==> src/design/hed_pkg.sv <==
// ----------------------------------------------------------------------------
// hed_pkg
// Shared types, character codes, the named reference table and the UTF-8
// helpers of the character reference decoder.
// ----------------------------------------------------------------------------
package hed_pkg;

	// character codes
	localparam logic [7:0] CH_AMP   = 8'h26;
	localparam logic [7:0] CH_SEMI  = 8'h3B;
	localparam logic [7:0] CH_HASH  = 8'h23;
	localparam logic [7:0] CH_PLUS  = 8'h2B;
	localparam logic [7:0] CH_MINUS = 8'h2D;
	localparam logic [7:0] CH_ZERO  = 8'h30;
	localparam logic [7:0] CH_LX    = 8'h78;
	localparam logic [7:0] CH_UX    = 8'h58;
	localparam logic [7:0] CH_SP    = 8'h20;
	localparam logic [7:0] CH_TAB   = 8'h09;
	localparam logic [7:0] CH_LF    = 8'h0A;
	localparam logic [7:0] CH_VT    = 8'h0B;
	localparam logic [7:0] CH_FF    = 8'h0C;
	localparam logic [7:0] CH_CR    = 8'h0D;

	// utf-8 range limits
	localparam logic [31:0] CP_LIM1 = 32'h80;
	localparam logic [31:0] CP_LIM2 = 32'h800;
	localparam logic [31:0] CP_LIM3 = 32'h10000;

	// named reference table
	localparam int NAME_MAX = 6;
	typedef logic [6:0] name_idx_t;
	localparam name_idx_t NAME_LAST = 7'd105;

	typedef struct packed {
		logic [8*NAME_MAX-1:0] chars;  // right aligned, first char highest
		logic [15:0]           cp;
	} name_ent_t;

	typedef enum logic [1:0] {
		EM_NONE = 2'd0,
		EM_TEXT = 2'd1,
		EM_AMP  = 2'd2,
		EM_CP   = 2'd3
	} emit_sel_t;

	typedef struct packed {
		logic      load;
		logic      shift;
		logic      set_ref;
		logic      clr_ref;
		logic      hold;
		logic      res_start;
		logic      parse_step;
		logic      name_step;
		logic      cp_name;
		logic      cp_num;
		logic      emit_next;
		logic      drop_step;
		logic      flush;
		emit_sel_t emit;
	} cmd_t;

	typedef struct packed {
		logic q_has;
		logic in_ref;
		logic amp;
		logic semi;
		logic blank;
		logic hc_full;
		logic last;
		logic num_ref;
		logic num_empty;
		logic parse_done;
		logic parse_hit;
		logic name_match;
		logic tbl_end;
		logic emit_last;
		logic drop_last;
		logic can_emit;
		logic pend_v;
		logic out_free;
	} sts_t;

	function automatic name_ent_t name_entry(input name_idx_t k);
		name_ent_t e;
		case (k)
			7'd0:   e = '{48'("amp"),    16'h0026};
			7'd1:   e = '{48'("lt"),     16'h003C};
			7'd2:   e = '{48'("gt"),     16'h003E};
			7'd3:   e = '{48'("quot"),   16'h0022};
			7'd4:   e = '{48'("apos"),   16'h0027};
			7'd5:   e = '{48'("nbsp"),   16'h00A0};
			7'd6:   e = '{48'("copy"),   16'h00A9};
			7'd7:   e = '{48'("reg"),    16'h00AE};
			7'd8:   e = '{48'("hellip"), 16'h2026};
			7'd9:   e = '{48'("mdash"),  16'h2014};
			7'd10:  e = '{48'("ndash"),  16'h2013};
			7'd11:  e = '{48'("lsquo"),  16'h2018};
			7'd12:  e = '{48'("rsquo"),  16'h2019};
			7'd13:  e = '{48'("ldquo"),  16'h201C};
			7'd14:  e = '{48'("rdquo"),  16'h201D};
			7'd15:  e = '{48'("trade"),  16'h2122};
			7'd16:  e = '{48'("middot"), 16'h00B7};
			7'd17:  e = '{48'("bull"),   16'h2022};
			7'd18:  e = '{48'("deg"),    16'h00B0};
			7'd19:  e = '{48'("plusmn"), 16'h00B1};
			7'd20:  e = '{48'("times"),  16'h00D7};
			7'd21:  e = '{48'("euro"),   16'h20AC};
			7'd22:  e = '{48'("pound"),  16'h00A3};
			7'd23:  e = '{48'("sect"),   16'h00A7};
			7'd24:  e = '{48'("laquo"),  16'h00AB};
			7'd25:  e = '{48'("raquo"),  16'h00BB};
			7'd26:  e = '{48'("para"),   16'h00B6};
			7'd27:  e = '{48'("shy"),    16'h00AD};
			7'd28:  e = '{48'("curren"), 16'h00A4};
			7'd29:  e = '{48'("yen"),    16'h00A5};
			7'd30:  e = '{48'("cent"),   16'h00A2};
			7'd31:  e = '{48'("frac12"), 16'h00BD};
			7'd32:  e = '{48'("frac14"), 16'h00BC};
			7'd33:  e = '{48'("sup2"),   16'h00B2};
			7'd34:  e = '{48'("sup3"),   16'h00B3};
			7'd35:  e = '{48'("micro"),  16'h00B5};
			7'd36:  e = '{48'("divide"), 16'h00F7};
			7'd37:  e = '{48'("iquest"), 16'h00BF};
			7'd38:  e = '{48'("iexcl"),  16'h00A1};
			7'd39:  e = '{48'("Agrave"), 16'h00C0};
			7'd40:  e = '{48'("Aacute"), 16'h00C1};
			7'd41:  e = '{48'("Acirc"),  16'h00C2};
			7'd42:  e = '{48'("Atilde"), 16'h00C3};
			7'd43:  e = '{48'("Auml"),   16'h00C4};
			7'd44:  e = '{48'("Aring"),  16'h00C5};
			7'd45:  e = '{48'("AElig"),  16'h00C6};
			7'd46:  e = '{48'("Ccedil"), 16'h00C7};
			7'd47:  e = '{48'("Egrave"), 16'h00C8};
			7'd48:  e = '{48'("Eacute"), 16'h00C9};
			7'd49:  e = '{48'("Ecirc"),  16'h00CA};
			7'd50:  e = '{48'("Euml"),   16'h00CB};
			7'd51:  e = '{48'("Igrave"), 16'h00CC};
			7'd52:  e = '{48'("Iacute"), 16'h00CD};
			7'd53:  e = '{48'("Icirc"),  16'h00CE};
			7'd54:  e = '{48'("Iuml"),   16'h00CF};
			7'd55:  e = '{48'("ETH"),    16'h00D0};
			7'd56:  e = '{48'("Ntilde"), 16'h00D1};
			7'd57:  e = '{48'("Ograve"), 16'h00D2};
			7'd58:  e = '{48'("Oacute"), 16'h00D3};
			7'd59:  e = '{48'("Ocirc"),  16'h00D4};
			7'd60:  e = '{48'("Otilde"), 16'h00D5};
			7'd61:  e = '{48'("Ouml"),   16'h00D6};
			7'd62:  e = '{48'("Oslash"), 16'h00D8};
			7'd63:  e = '{48'("Ugrave"), 16'h00D9};
			7'd64:  e = '{48'("Uacute"), 16'h00DA};
			7'd65:  e = '{48'("Ucirc"),  16'h00DB};
			7'd66:  e = '{48'("Uuml"),   16'h00DC};
			7'd67:  e = '{48'("Yacute"), 16'h00DD};
			7'd68:  e = '{48'("THORN"),  16'h00DE};
			7'd69:  e = '{48'("szlig"),  16'h00DF};
			7'd70:  e = '{48'("agrave"), 16'h00E0};
			7'd71:  e = '{48'("aacute"), 16'h00E1};
			7'd72:  e = '{48'("acirc"),  16'h00E2};
			7'd73:  e = '{48'("atilde"), 16'h00E3};
			7'd74:  e = '{48'("auml"),   16'h00E4};
			7'd75:  e = '{48'("aring"),  16'h00E5};
			7'd76:  e = '{48'("aelig"),  16'h00E6};
			7'd77:  e = '{48'("ccedil"), 16'h00E7};
			7'd78:  e = '{48'("egrave"), 16'h00E8};
			7'd79:  e = '{48'("eacute"), 16'h00E9};
			7'd80:  e = '{48'("ecirc"),  16'h00EA};
			7'd81:  e = '{48'("euml"),   16'h00EB};
			7'd82:  e = '{48'("igrave"), 16'h00EC};
			7'd83:  e = '{48'("iacute"), 16'h00ED};
			7'd84:  e = '{48'("icirc"),  16'h00EE};
			7'd85:  e = '{48'("iuml"),   16'h00EF};
			7'd86:  e = '{48'("eth"),    16'h00F0};
			7'd87:  e = '{48'("ntilde"), 16'h00F1};
			7'd88:  e = '{48'("ograve"), 16'h00F2};
			7'd89:  e = '{48'("oacute"), 16'h00F3};
			7'd90:  e = '{48'("ocirc"),  16'h00F4};
			7'd91:  e = '{48'("otilde"), 16'h00F5};
			7'd92:  e = '{48'("ouml"),   16'h00F6};
			7'd93:  e = '{48'("oslash"), 16'h00F8};
			7'd94:  e = '{48'("ugrave"), 16'h00F9};
			7'd95:  e = '{48'("uacute"), 16'h00FA};
			7'd96:  e = '{48'("ucirc"),  16'h00FB};
			7'd97:  e = '{48'("uuml"),   16'h00FC};
			7'd98:  e = '{48'("yacute"), 16'h00FD};
			7'd99:  e = '{48'("thorn"),  16'h00FE};
			7'd100: e = '{48'("yuml"),   16'h00FF};
			7'd101: e = '{48'("OElig"),  16'h0152};
			7'd102: e = '{48'("oelig"),  16'h0153};
			7'd103: e = '{48'("Scaron"), 16'h0160};
			7'd104: e = '{48'("scaron"), 16'h0161};
			7'd105: e = '{48'("Yuml"),   16'h0178};
			default: e = '0;
		endcase
		return e;
	endfunction

	// number of characters in a table name
	function automatic logic [2:0] name_len(input logic [8*NAME_MAX-1:0] chars);
		logic [2:0] n;
		n = '0;
		for (int j = 0; j < NAME_MAX; j++) begin
			if (chars[j*8 +: 8] != 8'h00) begin
				n = n + 3'd1;
			end
		end
		return n;
	endfunction

	// blanks that end a reference early
	function automatic logic is_blank(input logic [7:0] c);
		return (c == CH_SP) || (c == CH_TAB) || (c == CH_LF) || (c == CH_CR) || (c == CH_FF);
	endfunction

	// leading white space skipped before the digits
	function automatic logic is_lead_ws(input logic [7:0] c);
		return (c == CH_SP) || (c == CH_TAB) || (c == CH_LF) || (c == CH_VT) ||
			(c == CH_FF) || (c == CH_CR);
	endfunction

	// digit test: {ok, value}
	function automatic logic [4:0] digit_of(input logic [7:0] c, input logic hex);
		logic [4:0] r;
		r = '0;
		if (c >= 8'h30 && c <= 8'h39) begin
			r = {1'b1, c[3:0]};
		end else if (hex && c >= 8'h61 && c <= 8'h66) begin
			r = {1'b1, c[3:0] + 4'd9};
		end else if (hex && c >= 8'h41 && c <= 8'h46) begin
			r = {1'b1, c[3:0] + 4'd9};
		end
		return r;
	endfunction

	// index of the last utf-8 byte of a code point
	function automatic logic [1:0] utf8_last(input logic [31:0] cp);
		logic [1:0] r;
		if (cp < CP_LIM1) begin
			r = 2'd0;
		end else if (cp < CP_LIM2) begin
			r = 2'd1;
		end else if (cp < CP_LIM3) begin
			r = 2'd2;
		end else begin
			r = 2'd3;
		end
		return r;
	endfunction

	// utf-8 byte number e of a code point
	function automatic logic [7:0] utf8_byte(input logic [31:0] cp, input logic [1:0] e);
		logic [7:0] b;
		case (utf8_last(cp))
			2'd0: b = cp[7:0];
			2'd1: b = (e == 2'd0) ? {3'b110, cp[10:6]} : {2'b10, cp[5:0]};
			2'd2: begin
				case (e)
					2'd0:    b = {4'hE, cp[15:12]};
					2'd1:    b = {2'b10, cp[11:6]};
					default: b = {2'b10, cp[5:0]};
				endcase
			end
			default: begin
				case (e)
					2'd0:    b = 8'hF0 | cp[25:18];
					2'd1:    b = {2'b10, cp[17:12]};
					2'd2:    b = {2'b10, cp[11:6]};
					default: b = {2'b10, cp[5:0]};
				endcase
			end
		endcase
		return b;
	endfunction

endpackage

==> src/design/hed_ctrl.sv <==
// ----------------------------------------------------------------------------
// hed_ctrl
// Controller of the decoder: sequences scan, resolve, number read, name
// walk, utf-8 emit, window drop and the miss path.
// ----------------------------------------------------------------------------
module hed_ctrl (
	input  logic          clk,
	input  logic          arst_n,
	input  logic          in_valid,
	output logic          in_ready,
	input  hed_pkg::sts_t sts,
	output hed_pkg::cmd_t cmd
);
	import hed_pkg::*;

	typedef enum logic [7:0] {
		S_IDLE    = 8'b00000001,
		S_SCAN    = 8'b00000010,
		S_MISS    = 8'b00000100,
		S_RESOLVE = 8'b00001000,
		S_PARSE   = 8'b00010000,
		S_NAME    = 8'b00100000,
		S_EMIT    = 8'b01000000,
		S_DROP    = 8'b10000000
	} state_t;

	state_t state_q;
	state_t state_nx;

	assign in_ready = state_q == S_IDLE;

	// next state and commands
	always_comb begin
		state_nx = state_q;
		cmd      = '0;
		cmd.emit = EM_NONE;
		case (state_q)
			S_IDLE: begin
				if (in_valid) begin
					cmd.load = 1'b1;
					state_nx = S_SCAN;
				end
			end
			S_SCAN: begin
				if (sts.q_has) begin
					if (!sts.in_ref) begin
						if (sts.amp) begin
							cmd.shift   = 1'b1;
							cmd.set_ref = 1'b1;
						end else if (sts.can_emit) begin
							cmd.emit  = EM_TEXT;
							cmd.shift = 1'b1;
						end
					end else if (sts.semi) begin
						state_nx = S_RESOLVE;
					end else if (!sts.blank && !sts.hc_full) begin
						cmd.hold = 1'b1;
					end else begin
						state_nx = S_MISS;
					end
				end else if (sts.last && sts.in_ref) begin
					state_nx = S_MISS;
				end else if (!sts.pend_v) begin
					state_nx = S_IDLE;
				end else if (sts.out_free) begin
					cmd.flush = 1'b1;
					state_nx  = S_IDLE;
				end
			end
			S_MISS: begin
				if (sts.can_emit) begin
					cmd.emit    = EM_AMP;
					cmd.clr_ref = 1'b1;
					state_nx    = S_SCAN;
				end
			end
			S_RESOLVE: begin
				cmd.res_start = 1'b1;
				if (!sts.num_ref) begin
					state_nx = S_NAME;
				end else if (sts.num_empty) begin
					state_nx = S_MISS;
				end else begin
					state_nx = S_PARSE;
				end
			end
			S_PARSE: begin
				cmd.parse_step = 1'b1;
				if (sts.parse_done) begin
					if (sts.parse_hit) begin
						cmd.cp_num = 1'b1;
						state_nx   = S_EMIT;
					end else begin
						state_nx = S_MISS;
					end
				end
			end
			S_NAME: begin
				if (sts.name_match) begin
					cmd.cp_name = 1'b1;
					state_nx    = S_EMIT;
				end else if (sts.tbl_end) begin
					state_nx = S_MISS;
				end else begin
					cmd.name_step = 1'b1;
				end
			end
			S_EMIT: begin
				if (sts.can_emit) begin
					cmd.emit      = EM_CP;
					cmd.emit_next = 1'b1;
					if (sts.emit_last) begin
						state_nx = S_DROP;
					end
				end
			end
			S_DROP: begin
				cmd.drop_step = 1'b1;
				if (sts.drop_last) begin
					state_nx = S_SCAN;
				end
			end
			default: state_nx = S_IDLE;
		endcase
	end

	// state register
	always_ff @(posedge clk or negedge arst_n) begin
		if (!arst_n) begin
			state_q <= S_IDLE;
		end else begin
			state_q <= state_nx;
		end
	end

endmodule
==> config.mk <==
export PLATFORM = sky130hd
export DESIGN_NAME = hed_ctrl
export DESIGN_NICKNAME = d
export VERILOG_FILES = /design/src/design/hed_pkg.sv /design/src/design/hed_ctrl.sv
export SDC_FILE = /design/constraint.sdc
export NUM_CORES = 1
export LEC_CHECK = 0
export ABC_AREA = 1
export BUFFER_PORTS_ARGS = -buffer_cell sky130_fd_sc_hd__buf_2
export CORE_AREA = 3 3 50 52
export DETAILED_ROUTE_END_ITERATION = 12
export DIE_AREA = 0 0 53 55
export PLACE_DENSITY = 0.82
export SYNTH_ARGS = -nofsm -noshare
export SYNTH_HDL_FRONTEND = slang
export SYNTH_SLANG_ARGS = --single-unit
==> constraint.sdc <==
create_clock -name clk -period 1.35 [get_ports clk]
set_clock_uncertainty 0.05 [all_clocks]
set_input_delay 0.0675 -clock clk [delete_from_list [all_inputs] [get_ports clk]]
set_output_delay 0.0675 -clock clk [all_outputs]
set_load 0.02 [all_outputs]
* Word level (Yosys, flattened, before mapping)
Index checks and enable logic that the tools add are counted.
Storage, ports and cells: flip-flop bits (word level) 8, bits in latches 0, RAM bits 0, ROM bits 0, input port bits 21, output and inout port bits 16, logic and storage cells 80, memories kept 0
Cells by class: add/subtract/negate cells 0, $mul 0, div/mod/pow operators 0, order comparisons 0, equality and inequality tests 18, shifts and indexed selects 0, multiplexer cells 56, bitwise logic cells 0, reductions and logical operators 5
Operators with widths (count):
- $mux W8 | 16
- $pmux W8 S8 | 1
- $mux W1 | 29
- $mux W2 | 7
- $ne A2 B2 Y1 const B | 6
- $reduce_and A10 Y1 | 1
- $eq A8 B1 Y1 const B | 1
- $eq A8 B2 Y1 const B | 1
- $eq A8 B3 Y1 const B | 1
- $eq A8 B4 Y1 const B | 1
- $eq A8 B5 Y1 const B | 1
- $eq A8 B6 Y1 const B | 1
- $eq A8 B7 Y1 const B | 1
- $eq A8 B8 Y1 const B | 1
- $mux W7 | 1
- $ne A3 B3 Y1 const B | 2
- $pmux W2 S3 | 1
- $mux W5 | 1
- $ne A5 B5 Y1 const B | 1
- $ne A4 B4 Y1 const B | 1
- $logic_and A1 B1 Y1 | 2
- $logic_not A1 Y1 | 2

* Depth between registers and ports, before layout
word-level depth 7, gate-level depth with buffers 11, mapped depth without buffers 11

* Least setup slack after synthesis
No wires, ideal clock.
path type register to register, from register state_q[4], to register state_q[7], setup time 0.118 ns, data arrival time 1.251 ns, required time 1.182 ns, path slack -0.069 ns, cell stages (with the launch flop) 11, path buffers 0, clock period less this slack 1.419 ns, cell sequence dfrtp_1 -> inv_1 -> nand2_1 -> nor2_2 -> nand3_2 -> nor2_2 -> nor2_1 -> nand2_1 -> nor2_2 -> nand2_1 -> nand2_1
Between the ends: word-level cells in the longest chain between the ends 3, elaborated cells on any way between the ends 20, classes of those cells eq/ne (18); mux (1); reduce/logical (1)
Ends and longest elaborated chain:
- start, declared | line hed_ctrl.sv:27 | state_t state_q;
- start signal, assigned | line hed_ctrl.sv:132 | state_q <= state_nx;
- $eq A8 B2 Y1 (tied with other cells) | line hed_ctrl.sv:37 | case (state_q)
- $ne A5 B5 Y1 (no source line) (tied with other cells)
- $reduce_and A10 Y1 (no source line)
Several ways; a longest one is shown, not always the timed one. A chain may end at the register's enable or synchronous reset.

==> results.json <==
{
  "finalNetCount": 242,
  "worstPathArrival_ns": 1.60,
  "areaGrowthSynthToFinish_pct": 89.1,
  "gp_congestion": 0.899,
  "synth.distinct_cells": 22,
  "firstDrtPassIters": 4,
  "synth_commonest_cells": "nand2_1 (41), inv_1 (23), nor2_1 (21), nand3_1 (8), dfrtp_1 (7)",
  "violations": "setup timing",
  "drcViolationCount": 0,
  "clk_path_buf_depth": 2,
  "cp_slowest_cell": "dfrtp_1",
  "insertion_delay_ns": 0.27,
  "num_antenna_cells": 0,
  "p_leak_nw": 0.932,
  "fin_util_pct": 77.0,
  "io_pins": 37,
  "r2r_slack_ns": -0.35,
  "reg2reg_to": "state_q[7]$_DFFE_PN0P_",
  "drv_cap": 0,
  "first_global_vias": 1091,
  "r2r_cells": 12,
  "seq_area_um2": 201,
  "worst_pin_slew_ns": 0.393,
  "synthesis.area_um2": 875,
  "critPathMaxFanout": 8,
  "antenna_found_initial": 0,
  "path_buf_inv": 5,
  "ys_seq_elements": 8,
  "first_iter_violations": 55,
  "synthTopCellsByArea": "dfrtp_1 (20%), nand2_1 (18%), inv_1 (9.9%), nor2_1 (9.0%), nand3_1 (4.6%)",
  "slew_viol_final": 0,
  "cts-htree-levels": 1,
  "synth_edf_count": 0,
  "hold_ws_ns": 0.0194,
  "start_util_pct": 40.7,
  "intPower_mw": 1.01,
  "fmax_ghz": 0.583,
  "die_x_um": 53,
  "grt_max_degree": 9,
  "fin_crit_sh_pct": 127,
  "dp_cells": 221,
  "fin_ws_ns": -0.366,
  "p_per_area_mw_per_mm2": 1170,
  "cts-buffers-inserted": 3,
  "required_ns": 1.23,
  "core_area_mm2": 0.00215,
  "postRouteAntennaNets": 0,
  "dieArea_mm2": 0.00292,
  "endpoint_kind": "primary output",
  "syn_avg_cell_area_um2": 6.03,
  "cts_tree": "yes",
  "fillers": 142,
  "async_flop_share_pct": 100,
  "power.share.clock_pct": 11.3,
  "multi_input_area_um2": 728,
  "viasPerCell": 5.15,
  "place_ws_ns": -0.104,
  "port-buffer-count": 36,
  "yosysTopAreaCell": "dfrtp_1",
  "holdPathStages": 4,
  "top_register": "state_q",
  "seqPwrFrac_pct": 17.4,
  "relSlewSlack_pct": 73.8,
  "status": "finished, violations left",
  "gr-total-overflow": 0,
  "path_clk_slew_ns": 0.06,
  "grt_pass1_wl_um": 4860,
  "syn_inst": 145,
  "yosys_warnings": 0,
  "cpPeakStageDelay_ns": 0.45,
  "rows": 17,
  "synth-main-ff-cell": "dfrtp_1",
  "placed_cell_area_mm2": 0.00120,
  "seq_area_frac_synth_pct": 23.0,
  "fp.dieH_um": 55,
  "combPwrFrac_pct": 71.3,
  "drive_gt1_share_pct": 58.6,
  "crit_chain": "inv_2 > nand2_4 > nor2_8 > buf_4 > nand3_4 > buf_4 > inv_1 > buf_4",
  "final_cells": 248,
  "grt_use_total_pct": 23.2,
  "final_cell_area_mm2": 0.00165,
  "start_kind": "flop",
  "yosysTopAreaCellShare_pct": 20.0,
  "hold_start": "sts[9]",
  "synth.net_count": 166,
  "hold_viol": 0,
  "p_switching_uw": 919,
  "cts.sinks": 8,
  "largest_reg_flops": 8,
  "vdd_drop_max_v": 0.000903,
  "setup_violations": 23,
  "min_to": "state_q[4]$_DFFE_PN0P_",
  "path_delay_family": "buffers and inverters",
  "root_buffer": "clkbuf_4",
  "rsz0062_at_grt": "yes",
  "fin_crit_ns": 1.72,
  "vias": 1278,
  "crit_top_cell": "buf_4",
  "switching_share_pct": 47.5,
  "wl_um": 3670,
  "worstReg2RegStart": "state_q[6]$_DFFE_PN0P_",
  "min_path_type": "primary input to flop",
  "dp_hpwl_um": 1890,
  "path_class": "flop to primary output",
  "top_regs": "state_q x8",
  "routedWlPerCell_um": 14.8,
  "yosysMostFrequentCell": "nand2_1"
}
## logic make-up after synthesis
group / Yosys count / share of synthesized area [%]
AND/OR/NAND/NOR: 98 / 57.9
buffers and inverters: 30 / 13.2
AO/OA/AOI/OAI: 9 / 5.87
flip-flops: 8 / 23.0
## what timing repair did
action	in CTS	in global routing
setup endpoints to repair	22	24
hold buffers	2	0
pin swaps	13	15
endpoints found under the hold margin	10	0
buffers inserted	13	8
resized for setup	42	31
## worst max path at each step
stage,from,slack [ns],cells past startpoint,end
floorplan,state_q[1]$_DFFE_PN0P_,-0.03,10,state_q[7]$_DFFE_PN0P_
global placement,state_q[0]$_DFFE_PN1P_,-0.09,11,state_q[6]$_DFFE_PN0P_
detailed placement,state_q[0]$_DFFE_PN1P_,-0.10,11,state_q[6]$_DFFE_PN0P_
CTS,state_q[2]$_DFFE_PN0P_,-0.28,7,cmd[0]
global route,state_q[5]$_DFFE_PN0P_,-0.44,7,cmd[0]
finish,state_q[2]$_DFFE_PN0P_,-0.37,8,cmd[3]
## placed cells by master (no fill, tap or decap), drive strengths merged
cell type / instances
nand4: 3
o21ai: 3
dfrtp: 7
nand2: 49
nand3b: 2
a21oi: 4
nand3: 11
dlygate4sd3: 2
inv: 30
dfstp: 1
nor3: 2
clkbuf: 4
nor2: 30
and3: 1
buf: 69
o22ai: 2
## layout make-up
class / count / area share [%]
well taps: 28 / 2.12
flip-flops and latches: 8 / 12.2
multi-input cells: 107 / 44.0
repair buffers: 71 / 33.0
clock buffers: 4 / 1.59
inverters: 30 / 7.11
## power by group through the flow
stage / Sequential, mW / Combinational [mW] / Clock, mW
6_report: 0.336 / 1.38 / 0.219
5_1_grt: 0.340 / 1.48 / 0.233
4_1_cts: 0.330 / 1.12 / 0.216
3_5_place_dp: 0.334 / 0.838 / 0
3_3_place_gp: 0.334 / 0.839 / 0
2_1_floorplan: 0.328 / 0.633 / 0
## through the flow
stage | setup TNS (ns) | power [mW]
after global routing | -7.65 | 2.05
final | -6.08 | 1.93
after detailed placement | -0.516 | 1.17
after floorplan | -0.0870 | 0.960
after global placement | -0.425 | 1.17
after CTS | -4.33 | 1.66
## worst register-to-register path: stages (launching register included)
cell and delay (ns):
dfrtp_1 0.41, nor2_2 0.07, nand2_4 0.11, inv_4 0.05, buf_6 0.13, buf_6 0.11, nand3_2 0.06, nand2_1 0.10
nor2_2 0.16, nand2_2 0.09, nor2_4 0.14, nand2_1 0.07, nand2_1 0.09
## routing by layer
metal  track usage (%)  vias up  routed length (um)
li1                  -      594                   -
met1              27.6      593                1390
met2              41.5       70                1830
met3              4.56       21                 281
met4              8.09        0                 161
met5                 0        -                   0
(Power assumes the default switching activity.)
